===== src/fpsr_pkg.sv =====
package fpsr_pkg;

	// radicand is the 16-bit word scaled by 128, 23 bits used, held in 24
	localparam int unsigned RAD_W = 24;
	localparam int unsigned IN_W = 16;
	localparam int unsigned ROOT_W = 12;
	localparam int unsigned SCALE_SHIFT = 7;
	localparam int unsigned TOP_BIT = 22;
	localparam int unsigned NUM_STEPS = 12;
	localparam int unsigned STEPS_PER_STAGE = 2;
	localparam int unsigned NUM_STAGES = NUM_STEPS / STEPS_PER_STAGE;

	// partial result that travels down the pipe
	typedef struct packed {
		logic             valid;
		logic [RAD_W-1:0] rem;
		logic [RAD_W-1:0] acc;
	} fpsr_work_t;

endpackage


===== src/fixed_point_square_root_unit.sv =====
// channel   | handshake            | payload
// ----------+----------------------+------------------------------------
// input     | in_valid / in_stall  | radicand_raw [15:0], raw 9.7 word
// output    | out_valid / out_stall| root_raw [11:0], floor sqrt(x*128)
//
// one transaction per cycle unless out_stall holds a waiting result;
// six stages of two restoring steps each; a result shows on out_valid
// once it is in the last stage register and is taken while out_stall is low
// arst_n clears the valid bit of every stage, payload registers keep junk
// out_stall with a waiting result freezes the whole pipe and raises in_stall
module fixed_point_square_root_unit
	import fpsr_pkg::*;
(
	input  logic              clk,
	input  logic              arst_n,
	input  logic              in_valid,
	output logic              in_stall,
	input  logic [IN_W-1:0]   radicand_raw,
	output logic              out_valid,
	input  logic              out_stall,
	output logic [ROOT_W-1:0] root_raw
);

	fpsr_work_t entry;
	fpsr_work_t stage_s1;
	fpsr_work_t stage_s2;
	fpsr_work_t stage_s3;
	fpsr_work_t stage_s4;
	fpsr_work_t stage_s5;
	fpsr_work_t stage_s6;
	logic       en;

	// the pipe moves unless a finished result is held by the consumer
	assign en       = !(stage_s6.valid && out_stall);
	assign in_stall = !en;

	// scale by 128: the raw word sits above seven zero bits
	assign entry.valid = in_valid;
	assign entry.rem   = {{(RAD_W - IN_W - SCALE_SHIFT){1'b0}}, radicand_raw,
		{SCALE_SHIFT{1'b0}}};
	assign entry.acc   = '0;

	fpsr_stage #(.STEP_BASE(0)) u_st1 (
		.clk(clk), .arst_n(arst_n), .en(en), .work_in(entry), .work_out(stage_s1)
	);
	fpsr_stage #(.STEP_BASE(2)) u_st2 (
		.clk(clk), .arst_n(arst_n), .en(en), .work_in(stage_s1), .work_out(stage_s2)
	);
	fpsr_stage #(.STEP_BASE(4)) u_st3 (
		.clk(clk), .arst_n(arst_n), .en(en), .work_in(stage_s2), .work_out(stage_s3)
	);
	fpsr_stage #(.STEP_BASE(6)) u_st4 (
		.clk(clk), .arst_n(arst_n), .en(en), .work_in(stage_s3), .work_out(stage_s4)
	);
	fpsr_stage #(.STEP_BASE(8)) u_st5 (
		.clk(clk), .arst_n(arst_n), .en(en), .work_in(stage_s4), .work_out(stage_s5)
	);
	fpsr_stage #(.STEP_BASE(10)) u_st6 (
		.clk(clk), .arst_n(arst_n), .en(en), .work_in(stage_s5), .work_out(stage_s6)
	);

	// after the last step the accumulator holds the root itself
	assign out_valid = stage_s6.valid;
	assign root_raw  = stage_s6.acc[ROOT_W-1:0];

	// remainder of the last stage is not needed
	logic unused_rem;
	assign unused_rem = ^{stage_s6.rem, stage_s6.acc[RAD_W-1:ROOT_W]};

endmodule


===== src/fpsr_stage.sv =====
module fpsr_stage
	import fpsr_pkg::*;
#(
	parameter int unsigned STEP_BASE = 0
) (
	input  logic       clk,
	input  logic       arst_n,
	input  logic       en,
	input  fpsr_work_t work_in,
	output fpsr_work_t work_out
);

	fpsr_work_t       nxt;
	logic             valid_sn;
	logic [RAD_W-1:0] rem_sn;
	logic [RAD_W-1:0] acc_sn;

	// restoring steps of this stage, one root bit each
	always_comb begin
		logic [RAD_W-1:0] rem;
		logic [RAD_W-1:0] acc;
		logic [RAD_W-1:0] probe;
		logic [RAD_W:0]   trial;
		rem = work_in.rem;
		acc = work_in.acc;
		for (int i = 0; i < STEPS_PER_STAGE; i++) begin
			probe = RAD_W'(1) << (TOP_BIT - 2 * (STEP_BASE + i));
			trial = {1'b0, acc} + {1'b0, probe};
			if ({1'b0, rem} >= trial) begin
				rem = rem - trial[RAD_W-1:0];
				acc = (acc >> 1) + probe;
			end else begin
				acc = acc >> 1;
			end
		end
		nxt.valid = work_in.valid;
		nxt.rem   = rem;
		nxt.acc   = acc;
	end

	always_ff @(posedge clk or negedge arst_n) begin
		if (!arst_n) begin
			valid_sn <= 1'b0;
		end else if (en) begin
			valid_sn <= nxt.valid;
		end
	end

	always_ff @(posedge clk) begin
		if (en) begin
			rem_sn <= nxt.rem;
			acc_sn <= nxt.acc;
		end
	end

	assign work_out = {valid_sn, rem_sn, acc_sn};

endmodule


===== config.mk =====
export PLATFORM = sky130hd
export DESIGN_NAME = fixed_point_square_root_unit
export DESIGN_NICKNAME = d
export VERILOG_FILES = /design/src/fpsr_pkg.sv /design/src/fixed_point_square_root_unit.sv /design/src/fpsr_stage.sv
export SDC_FILE = /design/constraint.sdc
export NUM_CORES = 1
export LEC_CHECK = 0
export ABC_AREA = 1
export BUFFER_PORTS_ARGS = -buffer_cell sky130_fd_sc_hd__buf_2
export CAP_MARGIN = 20
export CORE_MARGIN = 2
export CORE_UTILIZATION = 40
export DETAILED_ROUTE_END_ITERATION = 8
export PLACE_DENSITY_LB_ADDON = 0.12
export REMOVE_ABC_BUFFERS = 1
export SLEW_MARGIN = 20
export SYNTH_ARGS = -nofsm -noshare
export SYNTH_HDL_FRONTEND = slang
export SYNTH_HIERARCHICAL = 1
export SYNTH_SLANG_ARGS = --single-unit

===== constraint.sdc =====
create_clock -name clk -period 5.35 [get_ports clk]
set_input_delay 0.2675 -clock clk [delete_from_list [all_inputs] [get_ports clk]]
set_output_delay 0.2675 -clock clk [all_outputs]
set_load 0.1 [all_outputs]

Yosys cells after proc, flatten, opt, wreduce, memory -nomap -nowiden
Cells that the tools add are included.
- $add $sub $neg: 33
- order comparisons: 12
- muxes and demuxes: 23
- reductions and logical operators: 1
- operators by type and width (operator ; number):
    two-way mux 24 bit ; 16
    >= comparator 24 x 25 -> 1 bit ; 11
    subtractor 24 bit ; 10
    two-way mux 23 bit ; 6
    adder 24 x 1 -> 25 bit, second input constant ; 1
    adder 24 x 11 -> 25 bit, second input constant ; 1
    adder 24 x 13 -> 25 bit, second input constant ; 1
    adder 24 x 15 -> 25 bit, second input constant ; 1
    adder 24 x 17 -> 25 bit, second input constant ; 1
    adder 24 x 19 -> 25 bit, second input constant ; 1
    adder 24 x 21 -> 25 bit, second input constant ; 1
    adder 24 x 3 -> 25 bit, second input constant ; 1
    adder 24 x 5 -> 25 bit, second input constant ; 1
    adder 24 x 7 -> 25 bit, second input constant ; 1
    adder 24 x 9 -> 25 bit, second input constant ; 1
    adder 23 x 11 -> 24 bit, second input constant ; 1
    adder 23 x 13 -> 24 bit, second input constant ; 1
    adder 23 x 15 -> 24 bit, second input constant ; 1
    adder 23 x 17 -> 24 bit, second input constant ; 1
    adder 23 x 19 -> 24 bit, second input constant ; 1
    adder 23 x 3 -> 24 bit, second input constant ; 1
    adder 23 x 5 -> 24 bit, second input constant ; 1
    adder 23 x 7 -> 24 bit, second input constant ; 1
    adder 23 x 9 -> 24 bit, second input constant ; 1
    6 further kinds ; 6
- register bits after elaboration: 258
- input port bits: 20
- logic and storage cells: 91

Logic depth before layout (Yosys ltp)
- depth after elaboration: 6
- depth in mapped cells: 41

Hierarchy
Netlist, hierarchy kept.
- by module, submodules not included (module ; times used ; cells an instance ; area each (um2) ; seq. area each (um2)):
    fpsr_stage (u_st6) ; 1 ; 980 ; 6746.5 ; 1466.4
    fpsr_stage (u_st5) ; 1 ; 944 ; 6530.0 ; 1466.4
    fpsr_stage (u_st4) ; 1 ; 871 ; 6213.5 ; 1466.4
    fpsr_stage (u_st1) ; 1 ; 950 ; 5998.3 ; 1466.4
    fpsr_stage (u_st3) ; 1 ; 816 ; 5781.8 ; 1466.4
    fpsr_stage (u_st2) ; 1 ; 770 ; 5431.5 ; 1466.4
    fixed_point_square_root_unit ; 1 ; 3 ; 13.8 ; 0.0

Worst setup path before layout
OpenSTA, ideal clock, no wires.
- path kind: register -> register
- start point: reg u_st5.acc_sn[4]
- end point: reg, netlist name u_st6/rem_sn[23]
- setup time: 0.254 ns
- arrival time: 5.519 ns
- required time: 5.096 ns
- slack: -0.423 ns
- cell stages (with the launch flop): 39
- period minus slack after synthesis: 5.773 ns
- path through: edfxtp_1 -> ha_1 -> inv_1 -> nor2_2 -> nand2_1 -> nor4_1 -> nand2_1 -> xor2_1 -> ha_1 -> nand2_1 -> nor2_1 -> nand2_1 -> nor2_1 -> nand2_1 -> nand2_1 -> nand2_1 -> nand2_2 -> nand2_4 -> [... 3 more ...] -> nand2_4 -> ha_1 -> nand2_2 -> nor2_8 -> nand2_2 -> xnor2_1 -> ha_1 -> nand2_1 -> inv_1 -> a21boi_0 -> nand3_1 -> a21boi_0 -> o21ai_0 -> a21oi_1 -> o21ai_0 -> or2_2 -> nand3_1 -> nand2_1
- RTL lines (element ; line ; RTL):
    from (decl) ; fpsr_stage.sv:16 ; logic [RAD_W-1:0] acc_sn;
    from (signal assigned) ; fpsr_stage.sv:52 ; acc_sn <= nxt.acc;

==> results_dict.tcl <==
set metrics [dict create \
    cp_top_family "simple AND/OR/NAND/NOR gates" \
    drtIter0Drc 2671 \
    cp-end-kind "flop" \
    rr_endpoint "u_st4/rem_sn[19]" \
    cts_made_buffers 36 \
    timing.final.crit_period_ns 5.57 \
    crit_fanout 6 \
    cts_tree "yes" \
    utilization_pct 55.0 \
    routabilityCongestion 0.967 \
    arrival_ns 5.84 \
    first_pass_iters 6 \
    yosysWarningCount 6 \
    final_common_cell "nand2_1" \
    maxCapViolCount 0 \
    cp_slowest_cell "or3b_4" \
    critPathRequiredTime_ns 5.62 \
    fin_crit_sh_pct 104 \
    setup_slack_ns -0.216 \
    use_met1_pct 35.8 \
    num_vias 36000 \
    grt_pass1_wl_mm 183 \
    core_um2 85500 \
    cp.buffers_inverters 6 \
    num_rows 107 \
    die_width_um 298 \
    cts_sinks 258 \
    hpwl_mm 95.4 \
    rsz0062_at_grt "true" \
    cts_max_level 2 \
    hold_viol 0 \
    insertion_delay_ns 0.58 \
    hp-class "input port to async pin" \
    cts-root-buf "clkbuf_16" \
    final_cell_mix "1330 x nand2_1, 778 x buf_4, 653 x inv_1" \
    ios 34 \
    top_usage_layer "met2" \
    netlist_area_um2 34700 \
    status "finished with violations" \
    grt_max_degree 106 \
    clockBufferDepth 3 \
    nNetsFinal 6384 \
    grt_pass1_vias 34100 \
    setup_viol 83 \
    violations "negative setup slack" \
    reg2reg_setup_slack_ns -0.22 \
    path_common_cell "nand2_1" \
    grt_util_met2_pct 42.6 \
    viasPerCell 5.00 \
    worst_slew_pin_slew_ns 0.778 \
    dieArea_um2 89000 \
    antenna_found_initial 0 \
    portBuffers 33 \
    die_y_um 298 \
    start_util_pct 40.5 \
    slew_violations 0 \
    grtUsageTotal_pct 25.4 \
    cts.clk_slew.worst_paths_ns 0.06 \
    avgSynthCellArea_um2 6.77 \
    path_class "flop to flop" \
    n_antenna_cell 0 \
    reg2reg_from "u_st3/acc_sn[11]" \
    max_stage_delay_ns 0.45 \
    drive_gt1_share_pct 28.1 \
    max_freq_ghz 0.180 \
    finClkSkew_ns 0.0534 \
    crit_path_start_kind "flop" \
    drc 0 \
    wl_per_cell_um 16.3 \
    drt_wl_total_mm 118 \
    syn_inst 5119 \
    grtUsageMet3_pct 2.16 \
    relSlewSlack_pct 47.6 \
    ant_nets 0 \
    layout-area-overhead-vs-synth_pct 35.8 \
    reg2reg_depth 36 \
    gr-total-overflow 0 \
]
[layer usage]
metal	vias to the layer above	wire length, um
met1	16600	55700
met5	-	0
met3	118	4980
met2	755	54700
met4	0	2260
li1	18500	-
[metrics by stage]
stage                     hold WS [ns]  cell area [um^2]  setup slack, ns  setup TNS [ns]  instances
after floorplan                -0.0281             34300            -1.79         -120.55       5087
final                           0.0408             47100           -0.216           -8.22       7203
after detailed placement        0.0975             41600           -0.685          -43.13       6999
after CTS                       0.0108             45000           -0.136           -3.40       7146
after global placement          0.0990             41600           -0.651          -38.04       6999
after global routing            0.0501             47100           -0.452          -38.38       7203
[flip-flops by register name, indices dropped and copies added (netlist names), 12 cells and up]
name,flops
u_st4/rem_sn,24
u_st5/rem_sn,24
u_st3/rem_sn,24
u_st4/acc_sn,24
u_st1/acc_sn,24
u_st5/acc_sn,24
u_st1/rem_sn,24
u_st2/rem_sn,24
u_st2/acc_sn,24
u_st3/acc_sn,24
u_st6/acc_sn,12
[worst max-delay path by stage]
stage          slack [ns]  cells after the start          endpoint        startpoint
3_3_place_gp        -0.65                     36  u_st5/rem_sn[23]   u_st4/acc_sn[7]
6_report            -0.22                     36  u_st4/rem_sn[19]  u_st3/acc_sn[11]
3_5_place_dp        -0.68                     36  u_st5/rem_sn[23]   u_st4/acc_sn[7]
2_1_floorplan       -1.79                     31  u_st5/acc_sn[14]   u_st4/acc_sn[6]
5_1_grt             -0.45                     33  u_st4/rem_sn[19]  u_st3/acc_sn[11]
4_1_cts             -0.14                     36  u_st4/acc_sn[14]  u_st3/acc_sn[11]
[repair_timing]
| item | in CTS | in global routing |
|---|---|---|
| cloned | 11 | 7 |
| setup buffers | 73 | 58 |
| setup endpoints to repair | 118 | 160 |
| hold buffers | 2 | 0 |
| resized for setup | 369 | 349 |
| hold endpoints to repair | 7 | 0 |
| pin swaps | 133 | 205 |
[cell type report]
class                           count  area, um^2
Clock inverter                     26         319
Tap cell                         1144        1430
Fill cell                        8334       38500
Inverter                          710        2700
Sequential cell                   258        7720
Timing Repair Buffer              907        7580
Multi-Input combinational cell   4119       26400
Clock buffer                       39         912
Power is not shown: default switching activity piles up to over one toggle a cycle in this logic, so the estimate is an artifact.
